<file path="config.mk">
export PLATFORM = sky130hd
export DESIGN_NAME = rbd_ctrl
export DESIGN_NICKNAME = d
export VERILOG_FILES = /design/src/rtl/rbd_pkg.sv /design/src/rtl/rbd_ctrl.sv
export SDC_FILE = /design/constraint.sdc
export NUM_CORES = 1
export LEC_CHECK = 0
export ABC_AREA = 1
export BUFFER_PORTS_ARGS = -buffer_cell sky130_fd_sc_hd__buf_2
export CAP_MARGIN = 20
export CORE_AREA = 2 2 39 41
export CTS_BUF_LIST = sky130_fd_sc_hd__clkbuf_2
export DETAILED_ROUTE_END_ITERATION = 16
export DIE_AREA = 0 0 41 43
export PLACE_DENSITY = 0.49
export SKIP_CTS_REPAIR_TIMING = 1
export SLEW_MARGIN = 30
export SYNTH_ARGS = -nofsm -noshare
export SYNTH_HDL_FRONTEND = slang
export SYNTH_SLANG_ARGS = --single-unit
</file>
<file path="constraint.sdc">
create_clock -name clk -period 0.97 [get_ports clk]
set_clock_uncertainty 0.05 [all_clocks]
set_input_delay 0.0485 -clock clk [delete_from_list [all_inputs] [get_ports clk]]
set_output_delay 0.0485 -clock clk [all_outputs]
set_load 0.05 [all_outputs]
</file>
<file path="src/rtl/rbd_pkg.sv">
`default_nettype none

package rbd_pkg;

	// Field widths
	localparam int PIX_W       = 8;
	localparam int CH_N        = 3;
	localparam int COORD_W     = 10;
	localparam int DIM_W       = 11;
	localparam int BSZ_REG_W   = 5;
	localparam int IN_TDATA_W  = 24;
	localparam int OUT_TDATA_W = 48;
	localparam int OUT_PAD_W   = OUT_TDATA_W - CH_N * PIX_W - 2 * COORD_W;

	// Configuration bus
	localparam int APB_AW    = 4;
	localparam int APB_DW    = 32;
	localparam int REG_IDX_W = 2;
	localparam logic [REG_IDX_W-1:0] REG_BLOCK_SIZE   = 2'd0;
	localparam logic [REG_IDX_W-1:0] REG_IMAGE_WIDTH  = 2'd1;
	localparam logic [REG_IDX_W-1:0] REG_IMAGE_HEIGHT = 2'd2;

	// Limits and defaults
	localparam int HEIGHT_MAX    = 1024;
	localparam int DEF_MAX_WIDTH = 1024;
	localparam int DEF_MAX_BLOCK = 16;
	localparam int RST_BSZ       = 1;
	localparam int RST_WIDTH     = 1024;
	localparam int RST_HEIGHT    = 1024;

	// Controller to datapath commands
	typedef struct packed {
		logic restart;
		logic accept;
		logic acc;
		logic mul;
		logic load;
	} rbd_cmd_t;

	// Datapath to controller status
	typedef struct packed {
		logic emit;
		logic out_free;
	} rbd_stat_t;

endpackage

`default_nettype wire

</file>
<file path="src/rtl/rbd_ctrl.sv">
`default_nettype none

module rbd_ctrl (
	input  wire logic               clk,
	input  wire logic               arst_n,
	input  wire logic               cfg_wr,
	input  wire logic               in_valid,
	output logic                    in_ready,
	input  wire rbd_pkg::rbd_stat_t stat,
	output rbd_pkg::rbd_cmd_t       cmd
);
	import rbd_pkg::*;

	localparam logic [2:0] ST_HOLD = 3'd0;
	localparam logic [2:0] ST_IDLE = 3'd1;
	localparam logic [2:0] ST_ACC  = 3'd2;
	localparam logic [2:0] ST_MUL  = 3'd3;
	localparam logic [2:0] ST_OUT  = 3'd4;

	logic [2:0] state_q;
	logic [2:0] state_nx;
	logic       hold_q;
	logic       hold_nx;

	// Sequencing: hold, read, accumulate, then for a block-closing pixel multiply and load output
	always_comb begin
		state_nx = state_q;
		hold_nx  = hold_q;
		cmd      = '0;
		in_ready = 1'b0;
		if (cfg_wr) begin
			state_nx = ST_HOLD;
			hold_nx  = 1'b1;
		end else begin
			unique case (state_q)
				ST_HOLD: begin
					cmd.restart = 1'b1;
					if (hold_q)
						hold_nx = 1'b0;
					else
						state_nx = ST_IDLE;
				end
				ST_IDLE: begin
					in_ready = 1'b1;
					if (in_valid) begin
						cmd.accept = 1'b1;
						state_nx   = ST_ACC;
					end
				end
				ST_ACC: begin
					cmd.acc  = 1'b1;
					state_nx = stat.emit ? ST_MUL : ST_IDLE;
				end
				ST_MUL: begin
					cmd.mul  = 1'b1;
					state_nx = ST_OUT;
				end
				ST_OUT: begin
					if (stat.out_free) begin
						cmd.load = 1'b1;
						state_nx = ST_IDLE;
					end
				end
				default: state_nx = ST_HOLD;
			endcase
		end
	end

	always_ff @(posedge clk or negedge arst_n) begin
		if (!arst_n) begin
			state_q <= ST_HOLD;
			hold_q  <= 1'b1;
		end else begin
			state_q <= state_nx;
			hold_q  <= hold_nx;
		end
	end

endmodule

`default_nettype wire

</file>
======== Word-level counts from Yosys, hierarchy flattened ========
Cells that the tools add are included.
storage, ports and cells
  bits in registers ....................... 4
  word-level logic and storage cells ...... 30
operators by class
  eq/ne operators ......................... 7
  mux-type cells .......................... 18
  reductions and logical operators ........ 3
operators with widths
  cell                                                                   count
  3-bit case mux with 5 select lines                                     1
  3-bit 2-to-1 mux                                                       4
  1-bit 2-to-1 mux                                                       11
  3-bit inequality test, second input constant                           3
  3-bit by 2-bit equality test with 1-bit output, second input constant  2
  5-bit 2-to-1 mux                                                       1
  3-bit by 1-bit equality test with 1-bit output, second input constant  1
  3-bit equality test, second input constant                             1
  3-bit logical NOT                                                      1
  3-bit AND reduction                                                    1
  2-bit 2-to-1 mux                                                       1
  2-bit nonzero test                                                     1

======== Logic depth before layout (Yosys ltp) ========
  word-level depth ........................ 3
  mapped depth ............................ 5

======== Worst setup path after synthesis ========
OpenSTA, ideal clock, no wires.
  kind .................................... flip-flop to flip-flop
  start ................................... reg state_q[2]
  end ..................................... reg hold_q
  arrival ................................. 1.337 ns
  required time ........................... 0.811 ns
  setup slack ............................. -0.526 ns
  cell stages (with the launch flop) ...... 5
  path buffers ............................ 0
  path through ............................ dfrtp_1 > nor2_4 > inv_1 > nor3_2 > nor2_1
on the way
  cells in the longest elaborated chain, start to end .. 2
RTL lines
  element                              line            RTL
  start: declaration                   rbd_ctrl.sv:20  logic [2:0] state_q;
  start signal: assignment             rbd_ctrl.sv:74  state_q <= state_nx;
  3-bit logical NOT                    rbd_ctrl.sv:35  unique case (state_q)
  2-bit nonzero test (no source line)  -
  end signal: assignment               rbd_ctrl.sv:75  hold_q <= hold_nx;
  end: declaration                     rbd_ctrl.sv:22  logic hold_q;
Every way passes these cells.
A chain may end at the register's enable or synchronous reset.

======== Final worst setup path ========
  start ................................... reg state_q[0]
  end ..................................... out in_ready
on the way
  cells in the longest elaborated chain, start to end .. 3
RTL lines
  element                                         line            RTL
  3-bit by 1-bit equality test with 1-bit output  rbd_ctrl.sv:35
  1-bit 2-to-1 mux                                rbd_ctrl.sv:35
  1-bit 2-to-1 mux                                rbd_ctrl.sv:31  if (cfg_wr) begin
  end: declaration                                rbd_ctrl.sv:8   output logic in_ready,
Every way passes these cells.

==> impl_metrics.csv <==
group,metric,value,unit
status,status,"finished with violations",
status,failed_checks,"setup timing",
pwr,switching_power,0.3963,mW
global_route,overflow,0,
routing,drt-initial-drc-count,0,
routing,ant_nets,0,
critical_path,critPathMaxFanout,5,
die,die_h,43,um
layout,fin_nets,72,
critical_path,r2r_setup_slack,-0.21,ns
critical_path,crit_path_start,"state_q[0]",
clocking,path_clk_slew,0.05,ns
pwr,peakVddDrop,0.6458,mV
routing,detail_route.wl_per_cell,8.741,um
critical_path,worstPathRequired,0.87,ns
critical_path,cp-start-kind,"register",
logic_synthesis,synth.distinct_cells,14,
logic_synthesis,syn_area,271.5,um2
routing,drc_errors,0,
logic_synthesis,syn_inst,38,
sta,worst_pin_slew,0.1920,ns
global_route,antenna_found_initial,0,
layout,num_antenna_cells,0,
place,place_hpwl,551.1,um
critical_path,reg2regPathDepth,5,
sta,fin_ws,-0.3308,ns
sta,finalHoldViolCount,0,
logic_synthesis,ys_ff_latch,4,
clocking,cts_htree_levels,1,
logic_synthesis,syn_nets,44,
critical_path,regToRegStartpoint,"state_q[1]",
routing,firstDrtPassIters,1,
logic_synthesis,synth.avg_cell_area,7.145,um2
die,fp.dieW,41,um
place,port_buffers,11,
layout,drive_gt1_share,72.31,%
die,floorplan.initialDensity,19.62,%
clocking,clockRootBuffer,"clkbuf_2",
clocking,clock_latency,0.21,ns
routing,routed_wl,708,um
pwr,p_clk_share,18.7,%
logic_synthesis,yosysSeqAreaShare,37.33,%
critical_path,slowest_stage,"dfrtp_2",
global_route,groute.usage.overall,9.384,%
die,rows,14,
clocking,max-clock-path-buffers,2,
die,fp.coreArea,1384,um2
pwr,switching_share,41.41,%
sta,finalSetupViolCount,9,
pwr,intPower,0.5606,mW
run,maxCapViolCount,0,
pwr,p_leak,0.2702,nW
critical_path,end_kind,"output pin",
pwr,pwr-share-comb,54.0,%
critical_path,critPathKind,"reg2out",
global_route,grt_max_degree,7,
sta,fin_crit,1.301,ns
global_route,grt_pass1_wl,1104,um
critical_path,reg2reg_to,"hold_q",
routing,vias,324,
die,io_pins,12,
sta,fin_crit_sh,134.1,%
global_route,first_global_vias,300,
critical_path,max_stage_delay,0.45,ns
pwr,power_density,1662,nW/um2
pwr,seqPwrFrac,27.3,%
sta,fin_hold_ws,0.1124,ns
critical_path,arrival,1.20,ns
sta,relSlewSlack,87.15,%
critical_path,crit_end,"in_ready",
critical_path,cp_cell_sequence,"inv_2 > nor2_4 > nand2_2 > clkinvlp_4 > buf_4",
sta,drv_slew,0,
logic_synthesis,ys.warnings.count,0,
sta,rsz0062_at_grt,"true",
die,die_area,1763,um2
place,pre_cts_ws,-0.2637,ns
clocking,cts_tree,"built",
routing,vias_per_cell,4.000,
clocking,numCtsBuffers,3,
place,place_congestion,0.6825,
clocking,clkSinkCount,4,
hold_path,hold_class,"in2async",
layout,area_growth,112.0,%
sta,fmax,0.7687,GHz
## critical path: cells and delay by family (launching register included)
family / cells / cell delay (ns)
AND/OR/NAND/NOR: 2 / 0.17
buffers and inverters: 3 / 0.36
flip-flops: 1 / 0.45
## routing by layer
metal	track usage, %	routed length [um]	share of wire [%]
met1	11.44	312	44
met2	13.44	375	53
met3	3.141	20	2.8
met4	6.000	0	0
met5	0	0	0
## worst min-delay path by stage
stage                   from          to  cells past startpoint
floorplan             arst_n  state_q[0]                      0
global placement      arst_n  state_q[0]                      1
detailed placement    arst_n  state_q[0]                      1
CTS                   arst_n  state_q[0]                      1
global route        in_valid  state_q[0]                      3
finish                arst_n  state_q[1]                      2
## cell usage after synthesis
master	n	area [um2]
dfrtp_1	3	75.07
dfstp_2	1	26.28
inv_1	5	18.77
inv_2	1	3.750
nand2_1	5	18.77
nand2_2	1	6.260
nand3_1	5	25.02
nand3_2	1	10.01
nor2_1	10	37.54
nor2_2	2	12.51
nor2_4	1	11.26
nor3_2	1	10.01
o21ai_0	1	5.000
o21bai_2	1	11.26
## power groups by stage
stage	Clock, mW	Sequential (mW)	Combinational, mW
6_report	0.179	0.261	0.517
5_1_grt	0.205	0.266	0.560
4_1_cts	0.193	0.258	0.398
3_5_place_dp	0	0.260	0.397
3_3_place_gp	0	0.260	0.394
2_1_floorplan	0	0.261	0.256
## layout make-up
| class | count | area, um2 |
|---|---|---|
| Fill cell | 144 | 808.3 |
| Multi-Input combinational cell | 28 | 209.0 |
| Timing Repair Buffer | 23 | 192.7 |
| Sequential cell | 4 | 103.9 |
| Inverter | 6 | 30.03 |
| Clock buffer | 4 | 20.02 |
| Tap cell | 16 | 20.02 |
## stage by stage
stage	util (%)	instances	setup TNS (ns)	instance area, um2	power (mW)
2_1_floorplan	-	38	-1.168	316.6	0.5167
3_3_place_gp	31.56	71	-1.446	436.7	0.6544
3_5_place_dp	31.56	71	-1.575	436.7	0.6569
4_1_cts	33.00	75	-3.170	456.7	0.8495
5_1_grt	41.59	81	-2.915	575.6	1.031
6_report	41.59	81	-2.254	575.6	0.9568
## kinds of logic (layout without fill, tap and decap cells)
| logic type | after synthesis | count (layout) | share of synthesized area [%] |
|---|---|---|---|
| AOI/OAI and AO/OA | 2 | 2 | 5.989 |
| buffers and inverters | 6 | 33 | 8.294 |
| DFF | 4 | 4 | 37.33 |
| and+or+nand+nor | 26 | 26 | 48.39 |
## state kept, by name (all words and copies together) (netlist names)
register and cells:
state_q 3, hold_q 1
## layout by cell type, fill, tap and decap left out, drive strengths merged
master       count
buf             22
nor3             1
dfrtp            3
nor2            13
nand3            6
clkinvlp         2
nand2            6
o21ai            1
inv              4
dfstp            1
o21bai           1
clkbuf           4
dlygate4sd3      1
Power figures use the tool's default switching activity.
