## src/rtl/rbd_pkg.sv

```systemverilog
`default_nettype none

package rbd_pkg;

	// Field widths
	localparam int PIX_W       = 8;
	localparam int CH_N        = 3;
	localparam int COORD_W     = 10;
	localparam int DIM_W       = 11;
	localparam int BSZ_REG_W   = 5;
	localparam int IN_TDATA_W  = 24;
	localparam int OUT_TDATA_W = 48;
	localparam int OUT_PAD_W   = OUT_TDATA_W - CH_N * PIX_W - 2 * COORD_W;

	// Configuration bus
	localparam int APB_AW    = 4;
	localparam int APB_DW    = 32;
	localparam int REG_IDX_W = 2;
	localparam logic [REG_IDX_W-1:0] REG_BLOCK_SIZE   = 2'd0;
	localparam logic [REG_IDX_W-1:0] REG_IMAGE_WIDTH  = 2'd1;
	localparam logic [REG_IDX_W-1:0] REG_IMAGE_HEIGHT = 2'd2;

	// Limits and defaults
	localparam int HEIGHT_MAX    = 1024;
	localparam int DEF_MAX_WIDTH = 1024;
	localparam int DEF_MAX_BLOCK = 16;
	localparam int RST_BSZ       = 1;
	localparam int RST_WIDTH     = 1024;
	localparam int RST_HEIGHT    = 1024;

	// Controller to datapath commands
	typedef struct packed {
		logic restart;
		logic accept;
		logic acc;
		logic mul;
		logic load;
	} rbd_cmd_t;

	// Datapath to controller status
	typedef struct packed {
		logic emit;
		logic out_free;
	} rbd_stat_t;

endpackage

`default_nettype wire

```

## src/rtl/rbd_cfg.sv

```systemverilog
`default_nettype none

module rbd_cfg #(
	parameter int MAX_WIDTH = rbd_pkg::DEF_MAX_WIDTH,
	parameter int MAX_BLOCK = rbd_pkg::DEF_MAX_BLOCK
) (
	input  wire logic                                 clk,
	input  wire logic                                 arst_n,
	input  wire logic                                 psel,
	input  wire logic                                 penable,
	input  wire logic                                 pwrite,
	input  wire logic [rbd_pkg::APB_AW-1:0]           paddr,
	input  wire logic [rbd_pkg::APB_DW-1:0]           pwdata,
	output logic      [rbd_pkg::APB_DW-1:0]           prdata,
	output logic                                      pready,
	output logic                                      cfg_wr,
	output logic      [$clog2(MAX_BLOCK+1)-1:0]       bs,
	output logic      [rbd_pkg::DIM_W-1:0]            img_w,
	output logic      [rbd_pkg::DIM_W-1:0]            img_h,
	output logic                                      fits
);
	import rbd_pkg::*;

	localparam int BLK_W = $clog2(MAX_BLOCK);
	localparam int BS_W  = $clog2(MAX_BLOCK + 1);
	localparam int FK    = DIM_W + BLK_W;
	localparam int FM_W  = FK + 1;

	logic [BSZ_REG_W-1:0] bsz_q;
	logic [DIM_W-1:0]     wid_q;
	logic [DIM_W-1:0]     hgt_q;
	logic [REG_IDX_W-1:0] idx;
	logic                 wr_en;
	logic [FM_W-1:0]      rcp [0:MAX_BLOCK];
	logic [DIM_W+FM_W-1:0] qw_full;
	logic [DIM_W+FM_W-1:0] qh_full;
	logic [DIM_W-1:0]     qw_q;
	logic [DIM_W-1:0]     qh_q;
	logic [DIM_W+BS_W-1:0] bw;
	logic [DIM_W+BS_W-1:0] bh;
	logic                 fits_q;

	assign pready = 1'b1;
	assign idx    = paddr[APB_AW-1:2];
	assign wr_en  = psel && penable && pwrite && pready;
	assign cfg_wr = wr_en && ((idx == REG_BLOCK_SIZE) || (idx == REG_IMAGE_WIDTH)
		|| (idx == REG_IMAGE_HEIGHT));

	// Register writes
	always_ff @(posedge clk or negedge arst_n) begin
		if (!arst_n) begin
			bsz_q <= BSZ_REG_W'(RST_BSZ);
			wid_q <= DIM_W'(RST_WIDTH);
			hgt_q <= DIM_W'(RST_HEIGHT);
		end else if (wr_en) begin
			unique case (idx)
				REG_BLOCK_SIZE:   bsz_q <= pwdata[BSZ_REG_W-1:0];
				REG_IMAGE_WIDTH:  wid_q <= pwdata[DIM_W-1:0];
				REG_IMAGE_HEIGHT: hgt_q <= pwdata[DIM_W-1:0];
				default:          ;
			endcase
		end
	end

	// Readback
	always_comb begin
		unique case (idx)
			REG_BLOCK_SIZE:   prdata = APB_DW'(bsz_q);
			REG_IMAGE_WIDTH:  prdata = APB_DW'(wid_q);
			REG_IMAGE_HEIGHT: prdata = APB_DW'(hgt_q);
			default:          prdata = '0;
		endcase
	end

	// Clamp to the supported ranges; zero behaves as one
	always_comb begin
		if (bsz_q == '0)
			bs = BS_W'(1);
		else if (int'(bsz_q) > MAX_BLOCK)
			bs = BS_W'(MAX_BLOCK);
		else
			bs = BS_W'(bsz_q);

		if (wid_q == '0)
			img_w = DIM_W'(1);
		else if (int'(wid_q) > MAX_WIDTH)
			img_w = DIM_W'(MAX_WIDTH);
		else
			img_w = wid_q;

		if (hgt_q == '0)
			img_h = DIM_W'(1);
		else if (int'(hgt_q) > HEIGHT_MAX)
			img_h = DIM_W'(HEIGHT_MAX);
		else
			img_h = hgt_q;
	end

	// Reciprocals of the block size, exact floor for any dimension value
	for (genvar i = 0; i <= MAX_BLOCK; i++) begin : g_rcp
		localparam longint unsigned D = (i == 0) ? 1 : i;
		localparam longint unsigned M = ((64'd1 << FK) + D - 64'd1) / D;
		assign rcp[i] = FM_W'(M);
	end

	// Block-fit check: quotient first, then multiply back and compare
	assign qw_full = img_w * rcp[bs];
	assign qh_full = img_h * rcp[bs];
	assign bw      = qw_q * bs;
	assign bh      = qh_q * bs;

	always_ff @(posedge clk or negedge arst_n) begin
		if (!arst_n) begin
			qw_q   <= '0;
			qh_q   <= '0;
			fits_q <= 1'b0;
		end else begin
			qw_q   <= qw_full[FK +: DIM_W];
			qh_q   <= qh_full[FK +: DIM_W];
			fits_q <= (bw == (DIM_W+BS_W)'(img_w)) && (bh == (DIM_W+BS_W)'(img_h));
		end
	end

	assign fits = fits_q;

endmodule

`default_nettype wire

```

## config.mk

```make
export PLATFORM = sky130hd
export DESIGN_NAME = rbd_cfg
export DESIGN_NICKNAME = d
export VERILOG_FILES = /design/src/rtl/rbd_pkg.sv /design/src/rtl/rbd_cfg.sv
export SDC_FILE = /design/constraint.sdc
export NUM_CORES = 1
export LEC_CHECK = 0
export ABC_CLOCK_PERIOD_IN_PS = 14680
export BUFFER_PORTS_ARGS = -buffer_cell sky130_fd_sc_hd__buf_2
export CORE_MARGIN = 5
export CORE_UTILIZATION = 38
export CTS_CLUSTER_SIZE = 10
export DETAILED_ROUTE_END_ITERATION = 10
export HOLD_SLACK_MARGIN = 0.15
export SLEW_MARGIN = 20
export SYNTH_ARGS = -nofsm -noshare
export SYNTH_HDL_FRONTEND = slang
export SYNTH_SLANG_ARGS = --single-unit
```

## constraint.sdc

```tcl
create_clock -name clk -period 14.68 [get_ports clk]
set_clock_uncertainty 0.05 [all_clocks]
set_input_delay 0.734 -clock clk [delete_from_list [all_inputs] [get_ports clk]]
set_output_delay 0.734 -clock clk [all_outputs]
set_load 0.02 [all_outputs]
```

# Word level (Yosys, flattened, before mapping)
# Memories as Yosys holds them, arrays and structs flattened.
# Index checks and enable logic that the tools add are counted.
# totals
register_bits,50
latchBits,0
ram_bits,0
romBits,512
in_bits,41
output_inout_bits,62
word_cells,42
mem_count,1
# memory_table
memory,depth,width,rd,rd_ports_with_merged_regs,wr,line,text
(name not given),32,16,1,0,0,rbd_cfg.sv:108,assign qh_full = img_h * rcp[bs];
# classes
n_addsub,0
mul,4
div,0
magnitude_cmp,4
n_eq_ne,4
shifts,0
muxes,9
n_bitwise,1
n_reduce_logical,13
# ops
operator,n
11-bit by 16-bit multiplier with 26-bit output,2
11-bit 2-to-1 mux,4
11-bit case mux with 3 select lines,1
16-bit by 11-bit == test with 1-bit output,2
11-bit by 5-bit multiplier with 16-bit output,2
16-bit 2-to-1 mux,2
11-bit > comparator (second input constant),2
11-bit zero test,2
5-bit 2-to-1 mux,2
6-bit greater-or-equal comparator (second input constant),1
5-bit NOT with 6-bit output,1
2-bit AND reduction,3
5-bit > comparator (second input constant),1
5-bit zero test,1
1-bit logical AND,4
2-bit by 1-bit == test with 1-bit output (second input constant),1
2-bit == test (second input constant),1
2-bit zero test,1
1-bit logical OR,2

# Logic depth before layout (Yosys ltp)
# Gate-level depths: netlist (run 1).
# logic_depth
depth_word,8
mapped_depth,33
depth_no_buf,30

# Least setup slack after synthesis (run 1)
# Ideal clock, no wire load.
# synth_path
path_type,flip-flop to flip-flop
startpoint,register bsz_q[2]
endpoint,register qh_q[10]
setup_ns,0.080
arrival_ns,7.729
required_ns,14.550
path_slack_ns,6.821
stages_incl_launch_ff,30
n_path_buf,3
synth_period_minus_slack_ns,7.859
cell_sequence,dfrtp_1 > clkbuf_1 > nor2_1 > a21oi_1 > nor2_1 > clkbuf_1 > ha_1 > nor2b_1 > a21oi_1 > nor3_1 > clkbuf_1 > nand2_1 > fa_1 > inv_1 > fa_1 > inv_1 > fa_1 > fa_1 > fa_1 > inv_1 > ha_1 > a211oi_1 > o21ai_0 > nor4_1 > a21oi_4 > a2111oi_2 > nor3_4 > a211o_2 > a21oi_1 > xnor2_1
# synth_via
elab_chain_len,8
elab_cells_between_ends,9
cone_classes,1 x mul; 1 x order compare; 4 x mux; 1 x bitwise; 1 x reduce/logical; 1 x memory
# synth_rtl
item,line,text
from (decl),rbd_cfg.sv:29,logic [BSZ_REG_W-1:0] bsz_q;
from (signal assigned),rbd_cfg.sv:52,bsz_q <= BSZ_REG_W'(RST_BSZ);
from (signal assigned),rbd_cfg.sv:57,REG_BLOCK_SIZE: bsz_q <= pwdata[BSZ_REG_W-1:0];
5-bit > comparator,rbd_cfg.sv:79,else if (int'(bsz_q) > MAX_BLOCK)
5-bit 2-to-1 mux,rbd_cfg.sv:79,
5-bit 2-to-1 mux *,rbd_cfg.sv:77,if (bsz_q == '0)
named net bs[0],rbd_cfg.sv:17,"output logic [$clog2(MAX_BLOCK+1)-1:0] bs,"
5-bit NOT with 6-bit output (not written as such) *,rbd_cfg.sv:108,
memory read 32 x 16 bit *,-,
16-bit 2-to-1 mux (not written as such) * (2 in series),rbd_cfg.sv:108,
11-bit by 16-bit multiplier with 26-bit output *,rbd_cfg.sv:108,
named net qh_full[25],rbd_cfg.sv:36,logic [DIM_W+FM_W-1:0] qh_full;
to (signal assigned),rbd_cfg.sv:119,qh_q <= qh_full[FK +: DIM_W];
to (decl),rbd_cfg.sv:38,logic [DIM_W-1:0] qh_q;
# The timed path passes the listed nets; every way through them passes the cells marked *. The select of a mux whose other input is x is not followed.
# A chain may end at the register's enable or synchronous reset.

# Worst setup path in the final report (run 1)
# layout_path
startpoint,register bsz_q[2]
endpoint,register qh_q[10]
# layout_via
elab_chain_len,8
elab_cells_between_ends,9
cone_classes,1 x mul; 1 x order compare; 4 x mux; 1 x bitwise; 1 x reduce/logical; 1 x memory
# layout_rtl
item,line
5-bit > comparator,rbd_cfg.sv:79
5-bit 2-to-1 mux,rbd_cfg.sv:79
5-bit 2-to-1 mux *,rbd_cfg.sv:77
5-bit NOT with 6-bit output (not written as such) *,rbd_cfg.sv:108
memory read 32 x 16 bit *,-
16-bit 2-to-1 mux (not written as such) * (2 in series),rbd_cfg.sv:108
11-bit by 16-bit multiplier with 26-bit output *,rbd_cfg.sv:108
named net qh_full[25],rbd_cfg.sv:36
# Marks and branches as above.

==> reports/qor.txt, run 1 <==
Vias per inst: 5.14
GRT Residual Overflow: 0
Routed len/inst: 18.2 um
Top cell type by total area after synthesis: fa_1
IO Port Bufs: 57
Post-CTS Repair Setup Buffers: 0
Power per Cell Area: 126 mW/mm^2
Post-DP Area: 0.0169 mm^2
Die area: 0.0465 mm^2
Hold crit path type: in2async
Most common cell after layout, fill and taps aside: inv_1
Die Wd: 216 um
1st-iter DRT viols: 714
Synthesized area per cell: 8.49 um^2
Period utilisation layout: 0.589
# rows: 75
CTS tree: built
Post-route ant nets: 0
Clock sinks: 50
EDFF count, synth: 0
RSZ-0062 raised after global routing: false
Post-route DRC: 0
Global-route wire length before repair: 72.2 mm
H-tree depth: 2
Final Hold Viols: 0
Mapped Area: 0.0161 mm^2
Routed WL: 44.5 mm
Initial core utilization: 0.383
Most frequently used flop master after synthesis: dfrtp_1
Reg2reg setup slack: 6.03 ns
Worst-Skew Late Latency: 0.30 ns
Core area: 0.0419 mm^2
Final layout net count: 2419
Cts bufs inserted: 5
N_diodes: 0
P_leak: 0.00895 uW
Tmin final: 8.65 ns
Worst VDD drop: 75.9 uV
Max cap viols: 0
1st-pass router iterations: 5
Final RePlAce weighted congestion: 0.868
YS warnings: 0
Crit Reg-Reg Endpoint: qh_q[10]$_DFF_PN0_
Sequential area share after synthesis: 0.0780
Vias: 12561
Setup TNS: 0 ns
CTS Hold Bufs: 0
Syn Inst Count: 1895
Ys async rst share: 1.00
DP Wirelength: 35.6 mm
Worst EP required: 14.85 ns
Area delta synth->final: 6.07%
Max-slew headroom: 0.286
Critical Path Start Type: flip-flop
CTS root buf: clkbuf_16
CTS clk-pin slew, worst paths: 0.08 ns
Initial antenna violation count: 0
Ratio of cells with drive above 1 in the final layout: 0.0808
Crit Path Class: reg2reg
DIE HEIGHT: 216 um
Worst r2r path cells: 26
Critical R2R Launch: bsz_q[2]$_DFFE_PN0P_
Clk buf depth: 2
Area share of the largest cell type after synthesis: 0.373
Yosys reg bits: 50
Slew @ Worst Pin: 1.07 ns
Io pins: 103
Status: finished clean
Final setup violation count: 0
Max Clk Rate: 116 MHz
Global Route Usage Sum: 0.193
Largest net degree at the start of global routing: 51
Worst-path fanout max: 26
Top cells by area, synth: fa_1 (37%), ha_1 (13%), inv_1 (8.6%)
CP endpoint kind: flip-flop
Most frequent cells in the layout: inv_1 (370), nand2_1 (322), fa_1 (300)
Final max-slew violation count: 0
Number of global-route vias before repair: 13374
Design Area, Final: 0.0171 mm^2
Worst Hold Margin: 0.496 ns
Synth cell types: 69
PostCTS Resize Cnt: 0
Crit path arrival time: 8.82 ns
-- state kept, by name (all words and copies together) (netlist names) --
register and count:
bsz_q 5, fits 1, hgt_q 11, qh_q 11
qw_q 11, wid_q 11
-- through the flow --
| stage | setup slack, ns | std cells | utilization | power (uW) |
|---|---|---|---|---|
| finish | 6.03 | 2446 | 0.407 | 2140 |
| global route | 5.55 | 2446 | 0.407 | 2400 |
| CTS | 6.06 | 2446 | 0.407 | 2160 |
| detailed placement | 6.07 | 2438 | 0.403 | 2020 |
| global placement | 6.19 | 2438 | 0.403 | 1980 |
| floorplan | 6.82 | 1915 | - | 1490 |
-- cell type report --
type                       instances  area, um^2
timing repair buffer              83         480
multi-input combinational       1384       13100
sequential                        50        1260
inverter                         382        1430
tap                              539         674
clock buffer                       5         125
fill                            4182       24900
clock inverter                     3        26.3
-- logic make-up after synthesis --
family	count (synthesis)	synth area share
multiplexers	32	0.0220
AND/OR/NAND/NOR	638	0.175
flip-flops	50	0.0780
AO/OA/AOI/OAI	155	0.0642
XOR/XNOR	65	0.0354
buffers and inverters	481	0.118
adder cells (fa/ha/maj)	472	0.507
other	2	0.000467
-- how the worst max path moves through the flow --
stage	end	start	slack [ns]
after floorplan	qh_q[10]$_DFF_PN0_	bsz_q[2]$_DFFE_PN0P_	6.82
after global placement	qh_q[10]$_DFF_PN0_	bsz_q[2]$_DFFE_PN0P_	6.19
after detailed placement	qh_q[10]$_DFF_PN0_	bsz_q[2]$_DFFE_PN0P_	6.07
after CTS	qh_q[10]$_DFF_PN0_	bsz_q[2]$_DFFE_PN0P_	6.06
after global routing	qh_q[10]$_DFF_PN0_	bsz_q[2]$_DFFE_PN0P_	5.55
final	qh_q[10]$_DFF_PN0_	bsz_q[2]$_DFFE_PN0P_	6.03
-- layer usage --
| metal | part of all wire | GRT usage | routed length, um |
|---|---|---|---|
| met1 | 0.42 | 0.262 | 18900 |
| met5 | 0 | 0 | 0 |
| met3 | 0.063 | 0.0270 | 2790 |
| met4 | 0.024 | 0.0444 | 1080 |
| met2 | 0.49 | 0.329 | 21700 |
-- report_power, final --
group          total (uW)  leakage [uW]  internal (uW)  switching [uW]
registers             263      0.000624            183            80.1
logic                1760       0.00826            661            1100
clock network         122     0.0000748           64.9            57.3
-- critical path, stage by stage (launching register included) --
cell	delay [ns]
dfrtp_1	0.71
nor2_1	0.26
a21oi_1	0.10
nor2_1	0.27
ha_1	0.27
nor2b_1	0.33
a211oi_1	0.17
a211oi_4	0.95
nand2_1	0.18
fa_1	0.50
fa_1	0.55
inv_1	0.05
fa_1	0.44
fa_1	0.52
inv_1	0.05
fa_1	0.48
inv_1	0.04
ha_1	0.32
a211oi_1	0.26
o21ai_0	0.17
nor4_1	0.44
a21oi_4	0.17
a2111oi_2	0.49
nor3_4	0.11
a211o_2	0.33
a21oi_1	0.20
xnor2_1	0.14
-- cells in the mapped netlist (3+ instances only) --
cell       instances
buf_2              3
inv_2             11
and3_1            11
nor3_1            13
o21ai_1            8
nand4_1            3
nor4b_1            3
o31ai_1            4
nand3_1            9
inv_1            370
nor2_1           153
dfrtp_1           47
buf_4             23
xnor2_1           46
clkbuf_1          72
nor2b_1           20
fa_1             300
a2111oi_0          4
mux2_2            26
nand2_1          322
or3_1              5
mux2i_1            5
ha_1             172
and2_1            63
or4_1              4
nand2b_1          13
a22o_1             6
o22ai_1            5
xor2_1            19
a21oi_1           44
o21ai_0           22
a211oi_1           8
o21a_1            12
nor4_1            10
a21o_1            13
a31oi_1            3
dfstp_2            3
(Power assumes the default switching activity.)
==> inputs of run 2 (changes only) <==
--- a/config.mk
+++ b/config.mk
@@ -5,7 +5,7 @@
 export SDC_FILE = /design/constraint.sdc
 export NUM_CORES = 1
 export LEC_CHECK = 0
-export ABC_CLOCK_PERIOD_IN_PS = 14680
+export ABC_CLOCK_PERIOD_IN_PS = 8600
 export BUFFER_PORTS_ARGS = -buffer_cell sky130_fd_sc_hd__buf_2
 export CORE_MARGIN = 5
 export CORE_UTILIZATION = 38
==> constraint.sdc (replaced) <==
create_clock -name clk -period 8.6 [get_ports clk]
set_clock_uncertainty 0.05 [all_clocks]
set_input_delay 0.43 -clock clk [delete_from_list [all_inputs] [get_ports clk]]
set_output_delay 0.43 -clock clk [all_outputs]
set_load 0.02 [all_outputs]
==> reports/qor.txt, run 2 (synthesis results as in run 1) <==
Internal: 1580 uW (+74%)
Switching Fraction: 0.572 (-0.00409)
Final layout net count: 2437 (+0.74%)
Comb pwr share: 0.824 (+0.004)
Final RePlAce weighted congestion: 0.907 (+4.5%)
1st-pass router iterations: 5 (unchanged)
Largest delay share family, worst path: adder cells
Slowest stage delay, CP: 0.56 ns (-0.39 ns)
Clock sinks: 50 (unchanged)
Design Area, Final: 0.0172 mm^2 (+0.87%)
Max-slew headroom: 0.320 (+0.0342)
Slew @ Worst Pin: 1.02 ns (-0.0517 ns)
1st-iter DRT viols: 807 (+13%)
CTS tree: built
DIE HEIGHT: 216 um (unchanged)
Period utilisation layout: 0.903 (+0.314)
Max cap viols: 0 (unchanged)
Worst Hold Margin: 0.191 ns (-0.304 ns)
Final setup violation count: 0 (unchanged)
Tmin final: 7.76 ns (-0.885 ns)
GRT Residual Overflow: 0 (unchanged)
Vias: 12617 (+0.45%)
Number of global-route vias before repair: 13497 (+0.92%)
N_diodes: 0 (unchanged)
Finished Layout Cells: 2464 (+0.74%)
Area delta synth->final: 6.99%
Post-route ant nets: 0 (unchanged)
Global-route wire length before repair: 73.3 mm (+1.4%)
Clk buf depth: 2 (unchanged)
H-tree depth: 2 (unchanged)
RSZ-0062 raised after global routing: false
Final max-slew violation count: 0 (unchanged)
Routed len/inst: 18.1 um (-0.29%)
Worst VDD drop: 128 uV (+69%)
Core area: 0.0419 mm^2 (unchanged)
Final Util: 0.410 (+0.00352)
Power per Cell Area: 215 mW/mm^2 (+71%)
Post-DP Area: 0.0171 mm^2 (+0.86%)
DP Wirelength: 36.4 mm (+2.2%)
# rows: 75 (unchanged)
CTS Hold Bufs: 0 (unchanged)
Setup TNS: 0 ns (unchanged)
IO Port Bufs: 57 (unchanged)
Crit path arrival time: 7.95 ns (-0.87 ns)
Global Route Usage Sum: 0.196 (+0.00304)
Initial core utilization: 0.383 (unchanged)
CP max stage cell: fa_1
Worst-Skew Late Latency: 0.30 ns (about the same)
Largest net degree at the start of global routing: 51 (unchanged)
CP bufs+invs: 5 (+2)
Crit Path Class: reg2reg
Ratio of cells with drive above 1 in the final layout: 0.0883 (+0.00756)
CTS root buf: clkbuf_16
Io pins: 103 (unchanged)
P_leak: 0.00905 uW (+1.0%)
Final Hold Viols: 0 (unchanged)
Post-route DRC: 0 (unchanged)
Most frequent cells in the layout: inv_1 (370), nand2_1 (322), fa_1 (300)
Switch Pwr: 2120 uW (+71%)
Worst EP required: 8.78 ns (-6.07 ns)
Max Clk Rate: 129 MHz (+11%)
Status: finished clean
PostCTS Resize Cnt: 0 (unchanged)
Seq pwr share: 0.118 (-0.005)
Cell mode on critical path: fa_1
Die area: 0.0465 mm^2 (unchanged)
Die Wd: 216 um (unchanged)
CP endpoint kind: flip-flop
Cells after DPL: 2456 (+0.74%)
Post-CTS Repair Setup Buffers: 0 (unchanged)
Cts bufs inserted: 5 (unchanged)
Hold crit path type: in2async
Initial antenna violation count: 0 (unchanged)
Critical Path Start Type: flip-flop
Most common cell after layout, fill and taps aside: inv_1
Worst-path fanout max: 13 (-50%)
Vias per inst: 5.12 (-0.29%)
Routed WL: 44.7 mm (+0.44%)
CTS clk-pin slew, worst paths: 0.08 ns (about the same)
Clk network pwr share: 0.058 (about the same)
-- run 2: power by group through the flow --
| stage | clock (uW) | sequential [uW] | combinational [uW] |
|---|---|---|---|
| floorplan | 0 | 371 | 2170 |
| global placement | 0 | 437 | 2970 |
| detailed placement | 0 | 440 | 3030 |
| CTS | 218 | 435 | 3060 |
| global route | 228 | 448 | 3470 |
| finish | 215 | 438 | 3050 |
-- run 2: final timing paths --
kind / start / to / slack (ns) / cells past startpoint
worst max-delay path: bsz_q[1]$_DFFE_PN0P_ / qh_q[10]$_DFF_PN0_ / 0.84 / 28
worst min-delay path: arst_n / qh_q[7]$_DFF_PN0_ / 0.19 / 2
worst max register to register: bsz_q[1]$_DFFE_PN0P_ / qh_q[10]$_DFF_PN0_ / 0.84 / 28
worst min register to register: wid_q[0]$_DFFE_PN0P_ / wid_q[0]$_DFFE_PN0P_ / 0.52 / 1
max in group asynchronous: arst_n / bsz_q[4]$_DFFE_PN0P_ / 7.80 / 2
min in group clk: pwdata[9] / wid_q[9]$_DFFE_PN0P_ / 0.32 / 2
-- run 2: final cells by class --
cell class | instances | area, um^2
Clock buffer | 5 | 125
Timing Repair Buffer | 101 | 641
Sequential cell | 50 | 1260
Fill cell | 4191 | 24700
Multi-Input combinational cell | 1384 | 13100
Clock inverter | 3 | 28.8
Inverter | 382 | 1430
Tap cell | 539 | 674
-- run 2: stage by stage --
step,setup slack (ns),total power [uW]
global placement,0.990,3410
detailed placement,0.897,3470
CTS,0.867,3720
floorplan,0.741,2550
global route,0.441,4150
finish,0.836,3700
-- run 2: layer usage --
layer	up-vias	GRT usage	routed length, um
met3	88	0.0331	2620
li1	5772	-	-
met5	-	0	0
met2	372	0.329	21300
met1	6385	0.263	19300
met4	0	0.0550	1430
